### config.mk
export PLATFORM = sky130hd
export DESIGN_NAME = hds_cell
export DESIGN_NICKNAME = d
export VERILOG_FILES = /design/src/hdl/hds_pkg.sv /design/src/hdl/hds_cell.sv
export SDC_FILE = /design/constraint.sdc
export NUM_CORES = 2
export LEC_CHECK = 0
export BUFFER_PORTS_ARGS = -buffer_cell sky130_fd_sc_hd__buf_2
export CAP_MARGIN = 30
export CELL_PAD_IN_SITES_DETAIL_PLACEMENT = 0
export CELL_PAD_IN_SITES_GLOBAL_PLACEMENT = 2
export CORE_MARGIN = 2
export CORE_UTILIZATION = 30
export CTS_BUF_LIST = sky130_fd_sc_hd__clkbuf_8 sky130_fd_sc_hd__clkbuf_16
export CTS_CLUSTER_SIZE = 30
export DETAILED_ROUTE_END_ITERATION = 12
export GPL_TIMING_DRIVEN = 0
export PLACE_DENSITY = 0.74
export SLEW_MARGIN = 0
export SYNTH_ARGS = -nofsm -noshare
export SYNTH_HDL_FRONTEND = slang
export SYNTH_SLANG_ARGS = --single-unit
### constraint.sdc
create_clock -name clk_i -period 2.3 [get_ports clk_i]
set_input_delay 0.115 -clock clk_i [delete_from_list [all_inputs] [get_ports clk_i]]
set_output_delay 0.115 -clock clk_i [all_outputs]
set_load 0.01 [all_outputs]
### src/hdl/hds_pkg.sv
`timescale 1ns / 1ps
// ----------------------------------------------------------------------------
// Heat diffusion stencil package
// Shared sizes, constants, codes and record types of the stencil step block.
// ----------------------------------------------------------------------------
package hds_pkg;

  // Grid limits
  localparam int unsigned MAX_WIDTH  = 1024;
  localparam int unsigned MAX_HEIGHT = 1024;

  // Field widths
  localparam int unsigned DIM_W   = 11;  // grid_width / grid_height registers
  localparam int unsigned COEF_W  = 16;  // rx_coef / ry_coef, unsigned Q0.16
  localparam int unsigned VAL_W   = 32;  // cell value, signed Q16.16
  localparam int unsigned FRAC_W  = 16;
  localparam int unsigned CFG_IDX_W  = 2;
  localparam int unsigned CFG_DATA_W = 16;

  // Derived widths
  localparam int unsigned COL_W  = $clog2(MAX_WIDTH);       // buffer address
  localparam int unsigned EFF_W  = $clog2(MAX_WIDTH + 1);   // effective width
  localparam int unsigned ROW_W  = $clog2(MAX_HEIGHT + 1);  // row counter
  localparam int unsigned C0_W   = COEF_W + 3;              // 1 - 2rx - 2ry, signed
  localparam int unsigned TERM_W = VAL_W + 1;               // sum of two cells
  localparam int unsigned PROD_W = C0_W + TERM_W;
  localparam int unsigned ACC_W  = PROD_W + 2;

  // Stencil: centre, left+right, up+down
  localparam int unsigned N_TERMS = 3;

  // Constants 1.0 in Q0.16 and reset sizes
  localparam int unsigned ONE_Q16    = 1 << FRAC_W;
  localparam int unsigned GRID_W_RST = 1024;
  localparam int unsigned GRID_H_RST = 1024;

  // Configuration register indexes
  typedef enum logic [CFG_IDX_W-1:0] {
    CFG_GRID_WIDTH  = 2'd0,
    CFG_GRID_HEIGHT = 2'd1,
    CFG_RX_COEF     = 2'd2,
    CFG_RY_COEF     = 2'd3
  } cfg_idx_e;

  // Source of the left neighbour
  typedef enum logic [1:0] {
    LEFT_CENTER = 2'd0,
    LEFT_HOLD   = 2'd1,
    LEFT_PORT_B = 2'd2
  } left_src_e;

  // Configuration as seen by the datapath
  typedef struct packed {
    logic [DIM_W-1:0]         grid_width;
    logic [DIM_W-1:0]         grid_height;
    logic signed [C0_W-1:0]   c0;
    logic [COEF_W-1:0]        rx;
    logic [COEF_W-1:0]        ry;
  } cfg_t;

  // Record handed from cell to cell along the multiply-accumulate chain
  typedef struct packed {
    logic                             valid;
    logic                             last;
    logic signed [ACC_W-1:0]          acc;
    logic [N_TERMS-1:0][TERM_W-1:0]   term;
    logic [N_TERMS-1:0][C0_W-1:0]     coef;
  } slot_t;

endpackage

### src/hdl/hds_cell.sv
`timescale 1ns / 1ps
// ----------------------------------------------------------------------------
// Stencil multiply-accumulate cell
// Adds one coefficient-times-term product to the running sum and passes the
// remaining terms on to the next cell.
// ----------------------------------------------------------------------------
module hds_cell import hds_pkg::*; (
  input  logic  clk_i,
  input  logic  rst_ni,
  input  logic  en_i,
  input  slot_t slot_i,
  output slot_t slot_o
);

  logic signed [PROD_W-1:0] prod;
  slot_t                    slot_d;
  slot_t                    slot_q;
  logic                     valid_q;

  // Consume the lowest term, shift the rest down
  always_comb begin
    prod        = $signed(slot_i.coef[0]) * $signed(slot_i.term[0]);
    slot_d      = slot_i;
    slot_d.acc  = slot_i.acc + ACC_W'(prod);
    slot_d.term = slot_i.term >> TERM_W;
    slot_d.coef = slot_i.coef >> C0_W;
  end

  always_ff @(posedge clk_i or negedge rst_ni) begin
    if (!rst_ni) begin
      valid_q <= 1'b0;
    end else if (en_i) begin
      valid_q <= slot_i.valid;
    end
  end

  always_ff @(posedge clk_i) begin
    if (en_i && slot_i.valid) begin
      slot_q <= slot_d;
    end
  end

  always_comb begin
    slot_o       = slot_q;
    slot_o.valid = valid_q;
  end

endmodule

# Word level (Yosys, flattened, before mapping)
# Cells that the tools add are included.
dict set report totals {
  mem_bits_rw 0
  regBits 160
  romBits 0
  mem_count 0
  in_bits 215
  output_inout_bits 212
  latchBits 0
  word_cells 10
}
dict set report op_classes {
  n_lt_le_gt_ge 0
  mux 0
  bitwise_logic 0
  n_eq_ne 0
  addsub 1
  n_shift 0
  reduce_logical 1
  multipliers 1
  div 0
}
# op n
set ops {}
lappend ops {{$add 54x52->54} 1}
lappend ops {{$mul 19x33->52} 1}
lappend ops {{$logic_and 1x1->1} 1}

# Logic depth before layout (Yosys ltp)
dict set report logic_depth {
  ltp_word 2
  depth_mapped 28
  mapped_depth_nobuf 25
}

# Worst setup path after synthesis
# Ideal clock, no wire load.
dict set report synth_timing {
  kind {input port to flip-flop}
  from {in slot_i[89] in the netlist's numbering}
  to {reg slot_q (netlist bit slot_o[203]), data pin}
  required_ns 2.167
  setup_slack_ns -4.492
  stages 23
  path_buffers 3
  setup_time_ns 0.133
  arrival_ns 6.658
  cell_sequence {clkbuf_1 > clkbuf_1 > nand2_1 > fa_1 > fa_1 > fa_1 > inv_1 > fa_1 > fa_1 > fa_1 > inv_1 > fa_1 > inv_1 > ha_1 > clkbuf_1 > a21o_1 > a21o_1 > a21oi_1 > nand2_1 > nor2_1 > a21oi_2 > a2111oi_0 > a311o_1}
}
# item line_no
set synth_lines {}
lappend synth_lines {{start: declaration} hds_cell.sv:11} ;# input slot_t slot_i,
lappend synth_lines {{end signal: assignment} hds_cell.sv:39} ;# slot_q <= slot_d;
lappend synth_lines {{end: declaration} hds_cell.sv:17} ;# slot_t slot_q;

==> summary.md <==
| Metric | Value |
|---|---|
| Final wirelength | 97700 µm |
| Post-synthesis cell area | 0.0295 mm² |
| Post-synthesis cell count | 2914 |
| Initial antenna violation count | 9 |
| Worst Tran Pin Value | 0.645 ns |
| Slew margin rel. | 57.0% |
| Kind of critical path | input pin to register |
| Routability Congestion | 0.917 |
| TritonCTS clock tree | done |
| Clock Skews | 0 ns |
| Worst path slowest cell | fa_1 |
| Clk slew on worst S/H paths | 0.08 ns |
| DRT Pass-1 Iters | 4 |
| Area occupied by multi-input gates | 0.0226 mm² |
| Unrepaired setup endpoints after global routing | yes |
| Die H | 318 µm |
| Final setup vio count | 51 |
| Gr ovfl total | 0 |
| Global-route usage over all layers | 19.8% |
| Area of the die | 0.101 mm² |
| CP Data Required Time | 2.54 ns |
| Syn avg cell area | 10.1 µm² |
| Dpl cell area | 0.0341 mm² |
| Ys async rst share | 0.625% |
| Post-route ant nets | 0 |
| Failing checks | setup timing |
| Max-slew violations | 0 |
| Distinct cells, synth | 66 |
| Crit path largest cell delay | 0.51 ns |
| NumNets Final | 4644 |
| Top cell by count, worst path | fa_1 |
| Period minus WS final | 6.48 ns |
| Worst Path Max Fanout | 7 |
| Worst Setup Start Kind | input pin |
| Fin cells | 4899 |
| Clock sink count | 160 |
| Met1 Use GR | 27.2% |
| Fin util | 40.3% |
| H-tree depth | 4 |
| Max Fclk | 0.154 GHz |
| DRC errors left | 0 |
| Top Ports | 427 |
| Register area | 0.00480 mm² |
| Run status | finished, violations left |
| Initial DRC count | 1048 |
| Vias in the first global route | 23200 |
| FP Rows | 115 |
| Hold WC Path Type | input pin to register |
| Post-synth EDFFs | 159 |
| Buffers on Ports | 368 |
| Final Hold Viols | 0 |
| Worst Slack Setup Final | -4.18 ns |
| First-pass GRT wire length | 149000 µm |
| Grt met3 use | 3.38% |
| Predominant post-synthesis flop cell | edfxtp_1 |
| Worst slack at placement | -5.77 ns |
| Total CTS buffers | 17 |
| YS warnings | 0 |
| Seq/Total Area, Yosys | 16.3% |
| Fill count | 9649 |
| Clock latency on the worst-skew pair | 0.47 ns |
| Layout area overhead | 33.9% |
| Synth Register Bits | 160 |
| Largest net degree at the start of global routing | 73 |
| HPWL after DPL | 79200 µm |
| Vias after detailed routing | 21600 |
| Core area | 0.0980 mm² |
| Met2 Usage GRT | 33.2% |
| Final Cycle Share | 282% |
| Die width | 318 µm |
| Proportion of layout cells with a drive suffix above 1 | 27.6% |
| Post-Place Cells | 4623 |
| CP Capture Type | register |
| WL/cell | 19.9 µm |
| Post-route cell area | 0.0395 mm² |
| Initial Util | 30.1% |
| Clock Tree Root | clkbuf_16 |
| Max_cap viols | 0 |
| Vias/cell | 4.40 |
| Data arrival, critical path | 6.71 ns |
| Gr busiest metal | met2 |
| Max Root-Sink Buffers | 2 |
critical path, delay by kind of cell:
family / cells / cell delay [ns]
xor gates and xnor gates: 1 / 0.09
buffers and inverters: 10 / 1.03
AOI/OAI and AO/OA: 5 / 0.96
adders and majority gates: 8 / 3.72
and+or+nand+nor: 4 / 0.79
logic make-up (layout without fill, tap and decap cells):
group,Yosys count,after routing,synth area share (%)
xor+xnor,58,58,1.72
fa+ha+maj,835,835,52.7
simple gates,746,746,12.7
other cells,1,57,0.0127
flops,160,160,16.3
buf+inv,947,1589,12.8
compound gates,166,166,3.79
mux,1,1,0.0382
area by class of cell:
type	count	share of cell area [%]
Antenna cell	5	0.0317
Buffer	162	5.69
Clock buffer	17	1.08
Clock inverter	15	0.523
Inverter	781	7.44
Multi-Input combinational cell	1858	57.3
Sequential cell	160	12.1
Tap cell	1287	4.08
Timing Repair Buffer	614	11.7
metal layers:
layer / routed length [µm] / vias to the layer above / part of all wire, %
met5: 49 / - / 0.050
met4: 1660 / 8 / 1.7
met3: 5020 / 75 / 5.1
met2: 47000 / 625 / 48
met1: 43900 / 11100 / 45
li1: - / 9770 / -
per-stage QoR:
step                setup TNS, ns  hold slack, ns
finish                    -169.78          0.0926
global route              -175.33          0.0737
CTS                       -166.36          0.0471
detailed placement        -227.77          -0.107
global placement          -237.33          -0.109
floorplan                 -158.47          -0.181
cell usage in the layout (no fill, tap or decap), drive strengths merged, types with 4 or more instances in the layout:
| cell | Yosys | layout |
|---|---|---|
| buf | 58 | 574 |
| nand3 | 15 | 15 |
| nand2 | 319 | 319 |
| nor2 | 54 | 54 |
| conb | 1 | 52 |
| dlygate4sd3 | 0 | 110 |
| and3 | 5 | 5 |
| a21o | 19 | 19 |
| clkinv | 0 | 8 |
| clkbuf | 108 | 109 |
| o21ai | 33 | 33 |
| diode | 0 | 5 |
| xnor2 | 39 | 39 |
| xor2 | 19 | 19 |
| a31oi | 4 | 4 |
| inv | 781 | 788 |
| nor2b | 6 | 6 |
| nand2b | 10 | 10 |
| o21a | 6 | 6 |
| o211ai | 5 | 5 |
| a21oi | 60 | 60 |
| nor3 | 4 | 4 |
| fa | 679 | 679 |
| and2 | 312 | 312 |
| nand4 | 7 | 7 |
| ha | 156 | 156 |
| edfxtp | 159 | 159 |
| o21bai | 6 | 6 |
Yosys cell counts (2+ instances only):
| cell type | count | share of area, % |
|---|---|---|
| or4b_1 | 2 | 0.068 |
| a2111oi_0 | 3 | 0.089 |
| a21oi_1 | 54 | 0.92 |
| a221oi_2 | 2 | 0.10 |
| xnor2_1 | 39 | 1.2 |
| ha_1 | 156 | 6.6 |
| a311oi_1 | 2 | 0.059 |
| nand4_1 | 7 | 0.15 |
| and3_1 | 5 | 0.11 |
| o211ai_1 | 5 | 0.13 |
| and4_1 | 3 | 0.089 |
| nor4_1 | 2 | 0.042 |
| o2111ai_1 | 3 | 0.089 |
| o21ai_0 | 27 | 0.46 |
| a21oi_2 | 6 | 0.18 |
| fa_1 | 679 | 46 |
| and2_1 | 312 | 6.6 |
| a31o_2 | 2 | 0.059 |
| o22ai_2 | 2 | 0.085 |
| nor2_1 | 54 | 0.69 |
| o21ai_1 | 5 | 0.085 |
| clkbuf_1 | 107 | 1.4 |
| nand2_1 | 318 | 4.0 |
| edfxtp_1 | 159 | 16 |
| xor2_1 | 19 | 0.56 |
| buf_4 | 54 | 1.4 |
| nor3_1 | 4 | 0.068 |
| buf_2 | 4 | 0.068 |
| a31oi_1 | 4 | 0.085 |
| a21o_1 | 19 | 0.48 |
| inv_1 | 781 | 9.9 |
| nand3_1 | 15 | 0.25 |
| nand2b_1 | 10 | 0.21 |
| a41oi_1 | 3 | 0.089 |
| o21bai_1 | 6 | 0.15 |
| o21a_1 | 6 | 0.15 |
| nor2b_1 | 6 | 0.13 |
path summary, 6_finish.rpt:
check	from	end	slack, ns	cells after the start
setup / recovery	slot_i[1]	slot_o[193]	-4.18	28
max in group asynchronous	rst_ni	valid_q	1.70	3
min in group asynchronous	rst_ni	valid_q	0.49	3
hold / removal	slot_i[156]	slot_o[157]	0.09	3
hold reg to reg	valid_q	valid_q	1.07	2
setup reg to reg	valid_q	valid_q	0.99	2
flip-flops by register name, summed over array words and instances, names as in the netlist:
name,cells
slot_o,159
valid_q,1
timing repair:
action	in CTS	in global routing
resized for setup	428	159
setup endpoints to repair	52	51
pin swaps	103	123
cloned	0	1
buffers inserted	87	48
hold buffers	110	0
endpoints found under the hold margin	108	0
Power is left out: the tool's default activity adds up to more than one toggle a clock period on the data nets, which glitch-free logic cannot reach.
