==> config.mk <==
export PLATFORM = sky130hd
export DESIGN_NAME = hds_out_flat
export DESIGN_NICKNAME = d
export VERILOG_FILES = /design/src/hdl/hds_pkg.sv /design/src/hdl/hds_if.sv /design/src/hdl/hds_out.sv /design/src/flat_wrapper.sv
export SDC_FILE = /design/constraint.sdc
export NUM_CORES = 1
export LEC_CHECK = 0
export ABC_AREA = 1
export BUFFER_PORTS_ARGS = -buffer_cell sky130_fd_sc_hd__buf_2
export CORE_MARGIN = 5
export CORE_UTILIZATION = 39
export DETAILED_ROUTE_END_ITERATION = 10
export PLACE_DENSITY_LB_ADDON = 0.05
export SLEW_MARGIN = 20
export SYNTH_ARGS = -nofsm -noshare
export SYNTH_HDL_FRONTEND = slang
export SYNTH_SLANG_ARGS = --single-unit
export TNS_END_PERCENT = 10
==> constraint.sdc <==
create_clock -name clk_i -period 2.4 [get_ports clk_i]
set_input_delay 0.72 -clock clk_i [delete_from_list [all_inputs] [get_ports clk_i]]
set_output_delay 0.72 -clock clk_i [all_outputs]
set_load 0.05 [all_outputs]
==> src/hdl/hds_pkg.sv <==
`timescale 1ns / 1ps
// ----------------------------------------------------------------------------
// Heat diffusion stencil package
// Shared sizes, constants, codes and record types of the stencil step block.
// ----------------------------------------------------------------------------
package hds_pkg;

  // Grid limits
  localparam int unsigned MAX_WIDTH  = 1024;
  localparam int unsigned MAX_HEIGHT = 1024;

  // Field widths
  localparam int unsigned DIM_W   = 11;  // grid_width / grid_height registers
  localparam int unsigned COEF_W  = 16;  // rx_coef / ry_coef, unsigned Q0.16
  localparam int unsigned VAL_W   = 32;  // cell value, signed Q16.16
  localparam int unsigned FRAC_W  = 16;
  localparam int unsigned CFG_IDX_W  = 2;
  localparam int unsigned CFG_DATA_W = 16;

  // Derived widths
  localparam int unsigned COL_W  = $clog2(MAX_WIDTH);       // buffer address
  localparam int unsigned EFF_W  = $clog2(MAX_WIDTH + 1);   // effective width
  localparam int unsigned ROW_W  = $clog2(MAX_HEIGHT + 1);  // row counter
  localparam int unsigned C0_W   = COEF_W + 3;              // 1 - 2rx - 2ry, signed
  localparam int unsigned TERM_W = VAL_W + 1;               // sum of two cells
  localparam int unsigned PROD_W = C0_W + TERM_W;
  localparam int unsigned ACC_W  = PROD_W + 2;

  // Stencil: centre, left+right, up+down
  localparam int unsigned N_TERMS = 3;

  // Constants 1.0 in Q0.16 and reset sizes
  localparam int unsigned ONE_Q16    = 1 << FRAC_W;
  localparam int unsigned GRID_W_RST = 1024;
  localparam int unsigned GRID_H_RST = 1024;

  // Configuration register indexes
  typedef enum logic [CFG_IDX_W-1:0] {
    CFG_GRID_WIDTH  = 2'd0,
    CFG_GRID_HEIGHT = 2'd1,
    CFG_RX_COEF     = 2'd2,
    CFG_RY_COEF     = 2'd3
  } cfg_idx_e;

  // Source of the left neighbour
  typedef enum logic [1:0] {
    LEFT_CENTER = 2'd0,
    LEFT_HOLD   = 2'd1,
    LEFT_PORT_B = 2'd2
  } left_src_e;

  // Configuration as seen by the datapath
  typedef struct packed {
    logic [DIM_W-1:0]         grid_width;
    logic [DIM_W-1:0]         grid_height;
    logic signed [C0_W-1:0]   c0;
    logic [COEF_W-1:0]        rx;
    logic [COEF_W-1:0]        ry;
  } cfg_t;

  // Record handed from cell to cell along the multiply-accumulate chain
  typedef struct packed {
    logic                             valid;
    logic                             last;
    logic signed [ACC_W-1:0]          acc;
    logic [N_TERMS-1:0][TERM_W-1:0]   term;
    logic [N_TERMS-1:0][C0_W-1:0]     coef;
  } slot_t;

endpackage

==> src/hdl/hds_if.sv <==


interface hds_out_if import hds_pkg::*; ();
  logic                    valid;
  logic                    ready;
  logic signed [VAL_W-1:0] new_value;
  logic                    last;

  modport source (output valid, output new_value, output last, input ready);
  modport sink   (input valid, input new_value, input last, output ready);
endinterface

==> src/hdl/hds_out.sv <==
`timescale 1ns / 1ps
// ----------------------------------------------------------------------------
// Stencil output stage
// Rounds and saturates the finished sum, then drives the result channel
// through an output register and a skid entry.
// ----------------------------------------------------------------------------
module hds_out import hds_pkg::*; (
  input  logic             clk_i,
  input  logic             rst_ni,
  input  slot_t            slot_i,
  output logic             en_o,
  hds_out_if.source        out_o
);

  localparam logic signed [ACC_W-1:0] RND_HALF = ACC_W'(1 << (FRAC_W - 1));
  localparam logic signed [ACC_W-1:0] VAL_MAX  =
    $signed({{(ACC_W-VAL_W+1){1'b0}}, {(VAL_W-1){1'b1}}});
  localparam logic signed [ACC_W-1:0] VAL_MIN  =
    $signed({{(ACC_W-VAL_W+1){1'b1}}, {(VAL_W-1){1'b0}}});

  typedef struct packed {
    logic [VAL_W-1:0] new_value;
    logic             last;
  } res_t;

  logic signed [ACC_W-1:0] biased, shifted;
  res_t                    res;
  res_t                    out_q, skid_q;
  logic                    out_v_q, skid_v_q;
  logic                    take;

  // Round to nearest, ties up, then saturate
  always_comb begin
    biased  = slot_i.acc + RND_HALF;
    shifted = biased >>> FRAC_W;
    if (shifted > VAL_MAX) begin
      res.new_value = VAL_MAX[VAL_W-1:0];
    end else if (shifted < VAL_MIN) begin
      res.new_value = VAL_MIN[VAL_W-1:0];
    end else begin
      res.new_value = shifted[VAL_W-1:0];
    end
    res.last = slot_i.last;
  end

  assign take = out_o.ready || !out_v_q;
  assign en_o = !skid_v_q;

  // Output register and skid entry
  always_ff @(posedge clk_i or negedge rst_ni) begin
    if (!rst_ni) begin
      out_v_q  <= 1'b0;
      skid_v_q <= 1'b0;
    end else if (take) begin
      if (skid_v_q) begin
        out_v_q  <= 1'b1;
        skid_v_q <= 1'b0;
      end else begin
        out_v_q <= slot_i.valid;
      end
    end else if (slot_i.valid && !skid_v_q) begin
      skid_v_q <= 1'b1;
    end
  end

  always_ff @(posedge clk_i) begin
    if (take) begin
      if (skid_v_q) begin
        out_q <= skid_q;
      end else if (slot_i.valid) begin
        out_q <= res;
      end
    end else if (slot_i.valid && !skid_v_q) begin
      skid_q <= res;
    end
  end

  assign out_o.valid     = out_v_q;
  assign out_o.new_value = $signed(out_q.new_value);
  assign out_o.last      = out_q.last;

endmodule

==> src/flat_wrapper.sv <==
// flat-port wrapper written by rule: the top's interface ports become plain ports
module hds_out_flat import hds_pkg::*;
  (clk_i, rst_ni, slot_i, en_o, out_o_valid, out_o_new_value, out_o_last, out_o_ready);
  hds_out_if out_o_i ();
  input  logic clk_i;
  input  logic rst_ni;
  input  slot_t slot_i;
  output logic en_o;
  output wire logic [$bits(out_o_i.valid)-1:0] out_o_valid;
  output wire logic [$bits(out_o_i.new_value)-1:0] out_o_new_value;
  output wire logic [$bits(out_o_i.last)-1:0] out_o_last;
  input wire logic [$bits(out_o_i.ready)-1:0] out_o_ready;
  assign out_o_valid = out_o_i.valid;
  assign out_o_new_value = out_o_i.new_value;
  assign out_o_last = out_o_i.last;
  assign out_o_i.ready = out_o_ready;
  hds_out u_core (.clk_i(clk_i), .rst_ni(rst_ni), .slot_i(slot_i), .en_o(en_o), .out_o(out_o_i));
endmodule
# ---- Word-level counts from Yosys, hierarchy flattened
# Cells that the tools add are included.
dict set report classes {
  n_addsub 1
  n_lt_le_gt_ge 2
  muxes 7
  bitwise_logic 1
  reduce_logical 8
}
# cell n
set ops {}
lappend ops {{2-to-1 mux 33 bit} 2}
lappend ops {{2-to-1 mux 32 bit} 2}
lappend ops {{adder 54 x 17 -> 54 bit (second input constant)} 1}
lappend ops {{greater-than comparator 38 x 32 -> 1 bit (second input constant)} 1}
lappend ops {{less-than comparator 38 x 32 -> 1 bit (second input constant)} 1}
lappend ops {{AND reduction 2 bit} 2}
lappend ops {{nonzero test 2 bit} 2}
lappend ops {{2-to-1 mux 1 bit} 3}
lappend ops {{logical NOT 1 bit} 2}
lappend ops {{logical AND 1 bit} 1}
lappend ops {{logical OR 1 bit} 1}
lappend ops {{inverter 1 bit} 1}
dict set report word_totals {
  register_bits 68
  inputBits 215
  out_inout_bits 35
  word_cells 25
}

# ---- Depth between registers and ports, before layout
dict set report logic_depth {
  word_depth 6
  mapped_depth 16
  mapped_depth_nobuf 15
}

# ---- Worst setup path after synthesis
# Ideal clock, no wire load.
dict set report synth_path {
  path_type {input to register}
  from {input port out_o_ready}
  to {register u_core.skid_q[0] in the netlist's numbering, enable pin}
  setup_time_ps 423
  arrival_time_ps 2313
  t_required_ps 1977
  path_slack_ps -336
  path_stages 3
  n_path_buf 0
  cell_sequence {nor2_1 inv_1 nor2_1}
}
dict set report synth_via {
  elab_chain_cells 3
}
# element line
set synth_lines {}
lappend synth_lines {{from (decl)} flat_wrapper.sv:12} ;# input wire logic [$bits(out_o_i.ready)-1:0] out_o_ready;
lappend synth_lines {{logical OR 1 bit} hds_out.sv:46} ;# assign take = out_o.ready || !out_v_q;
lappend synth_lines {{inverter 1 bit (no line)} n/a}
lappend synth_lines {{AND reduction 2 bit (no line)} n/a}
lappend synth_lines {{to (signal assigned)} hds_out.sv:74} ;# skid_q <= res;
lappend synth_lines {{to (decl)} hds_out.sv:28} ;# res_t out_q, skid_q;
# No other way between the ends.
# A chain may end at the register's enable or synchronous reset.

==> results.md <==
* Status: completed
* Worst Setup End Kind: flop
* Clock latency on the worst-skew pair at 350 ps
* Row count at 37
* Post-synth EDFFs at 66
* Vias per inst at 4.468
* Cell count after synthesis at 473
* NumNets Final at 864
* Drt initial violations at 94
* Synth-to-Final Area Change at 43.86%
* Top FF cell, synth: edfxtp_1
* CTS Root Cell: clkbuf_8
* Vias in the first global route at 3569
* Fin crit share at 97.02%
* Mean Syn Cell Area at 8.510 sq um
* Gr usage total at 17.21%
* Cells along the critical path: buf_4, ha_4, nand2_4, nor2_4, nand2_2, nor2_4, nand2_1, nand2_1, nand2_2, nor2_2, nand2_2, o21ai_4, buf_12, buf_12, nand2_4, nand2_2, nand2_1, nand2_1
* Vias at 3525
* Crit Path Class: primary input to flop
* Total Power at 0.003034 W
* Dominant cell by count in the synthesized netlist: nand2_1
* Worst reg-to-reg setup slack at 970 ps
* Post-route ant nets at 0
* Non-Filler Instances at 789
* Final Hold Violating Endpoints at 0
* Pwr Density at 524.0 nW/um^2
* Initial antenna violation count at 0
* Number of CTS-inserted buffers at 9
* CTS tree: yes
* Area share of the largest cell type after synthesis at 49.24%
* Crit path max-delay family: simple AND/OR/NAND/NOR gates
* GPL Wtd Cong at 0.8308
* Residual DRC at 0
* Synth cell types at 25
* Levels on crit path at 18
* Clk pin slew, worst setup/hold paths at 70 ps
* Pre-CTS WS at -489.7 ps
* Max clock buf depth at 2
* Synth area leader: edfxtp_1
* WL final at 10510 um
* Yosys reg bits at 68
* Gr ovfl total at 0
* Core outline area at 10180 sq um
* WP buf/inv at 3
* Cell area after synthesis at 4025 sq um
* Synth warnings at 0
* Hold slack final at 133.0 ps
* Starting Density at 39.52%
* Critical path startpoint category: primary input
* Core Util, Final at 56.86%
* Pin count of the biggest net entering global routing at 35
* Die Ht at 111.6 um
* Io pins at 250
* Die W at 111.6 um
* Hold_buf cts at 0
* WL/cell at 13.32 um
* Drt pass-1 iters at 4
* Crit path DAT at 2550 ps
* Critical Path RT at 2630 ps
* Peak Freq at 429.5 MHz
* Maximum fanout along the worst path at 5
* Asr flop ratio synth at 2.941%
* First-pass GRT wire length at 17180 um
* Delay of the slowest critical-path stage at 240 ps
* Worst Hold Class: primary input to async pin
* Post-synth top cells: nand2_1, edfxtp_1, nand2_2
* Ratio of cells with drive above 1 in the final layout at 46.25%
* Clk_skew at 7.208 ps
* Synth area leaders: edfxtp_1, nand2_1, nand2_2
* Relative slew slack at 69.71%
* Max Cap Viol at 0
* IO buf count at 78
* # H-tree levels at 3
* Final Setup Violations at 0
* DP HPWL at 7745 um
* Die ar. at 12450 sq um
* Setup ws final at 71.53 ps
* CTS sink cnt at 68
* Max-slew violation count at 0
* Placed Cells at 757
* ANT cells at 0
* Worst-case reg-to-reg path depth at 3
* Register area share after synthesis at 50.48%
* VDD IR max at 0.3443 mV
* Final min period at 2328 ps
* RSZ-0062 raised after global routing: yes
* P_leak at 2.543 nW
* Worst Tran Pin Value at 453.3 ps
* Syn nets at 689
* Slowest cell on crit path: o21ai_4
-- registers in the layout, indices dropped and copies added, names as in the netlist --
register,flops
u_core.out_o.last,1
u_core.out_o.new_value,32
u_core.out_o.valid,1
u_core.skid_q,33
u_core.skid_v_q,1
-- final timing paths --
| check | end | start |
|---|---|---|
| max | u_core.out_o.new_value[14]$_DFFE_PP_ | slot_i[172] |
| min | u_core.out_o.valid$_DFFE_PN0N_ | rst_ni |
| max reg2reg | u_core.out_o.new_value[18]$_DFFE_PP_ | u_core.skid_v_q$_DFFE_PN0P_ |
| min reg2reg | u_core.out_o.new_value[16]$_DFFE_PP_ | u_core.skid_q[17]$_DFFE_PP_ |
| max in group asynchronous | u_core.skid_v_q$_DFFE_PN0P_ | rst_ni |
| min in group clk_i | u_core.out_o.new_value[16]$_DFFE_PP_ | u_core.skid_q[17]$_DFFE_PP_ |
-- power breakdown --
group          internal [W]  switching [W]
clock network      0.000368       0.000454
logic              0.000269       0.000515
registers           0.00141      0.0000167
-- stage by stage --
| step | TNS, ps | cell area [sq um] |
|---|---|---|
| global placement | -22220 | 5184 |
| global route | -784.7 | 5791 |
| finish | 0 | 5791 |
| CTS | 0 | 5640 |
| floorplan | -9870 | 4028 |
| detailed placement | -26130 | 5184 |
-- cell families (layout without fill, tap and decap cells) --
logic type | Yosys count | in the layout | share of synthesized area [%]
AND/OR/NAND/NOR | 334 | 334 | 37.15
flip-flops | 68 | 68 | 50.48
buffers and inverters | 36 | 216 | 4.569
XOR/XNOR | 29 | 29 | 6.310
AO/OA/AOI/OAI | 5 | 5 | 1.181
adder cells (fa/ha/maj) | 1 | 1 | 0.3108
-- area by class of cell --
cell class,instances,area (sq um)
Clock buffer,11,131.4
Inverter,23,91.34
Sequential cell,68,2032
Multi-Input combinational cell,369,2009
Timing Repair Buffer,177,1328
Clock inverter,5,28.78
Fill cell,974,4394
Tap cell,136,170.2
-- metal layers --
metal | share of wire (%) | wire (um) | GRT usage [%]
met1 | 48 | 5056 | 22.85
met2 | 47 | 4919 | 28.31
met3 | 3.8 | 401 | 3.750
met4 | 1.3 | 135 | 5.109
met5 | 0 | 0 | 0
-- what timing repair did --
action / CTS / global route
pin swaps: 16 / 22
cloned: 4 / 0
setup buffers: 11 / 2
gates resized for setup: 26 / 42
endpoints found under the setup margin: 31 / 44
-- cell usage in the layout (no fill, tap or decap), types with 9 or more instances in the layout --
master,count
clkbuf_8,9
nand3_1,13
nor2_2,15
edfxtp_1,66
buf_4,85
buf_2,75
nor2_1,34
xor2_1,15
nand2_2,68
inv_1,17
nor2_4,11
xnor2_1,14
nand2_1,172
No activity file was read; power rests on OpenSTA's default activity.
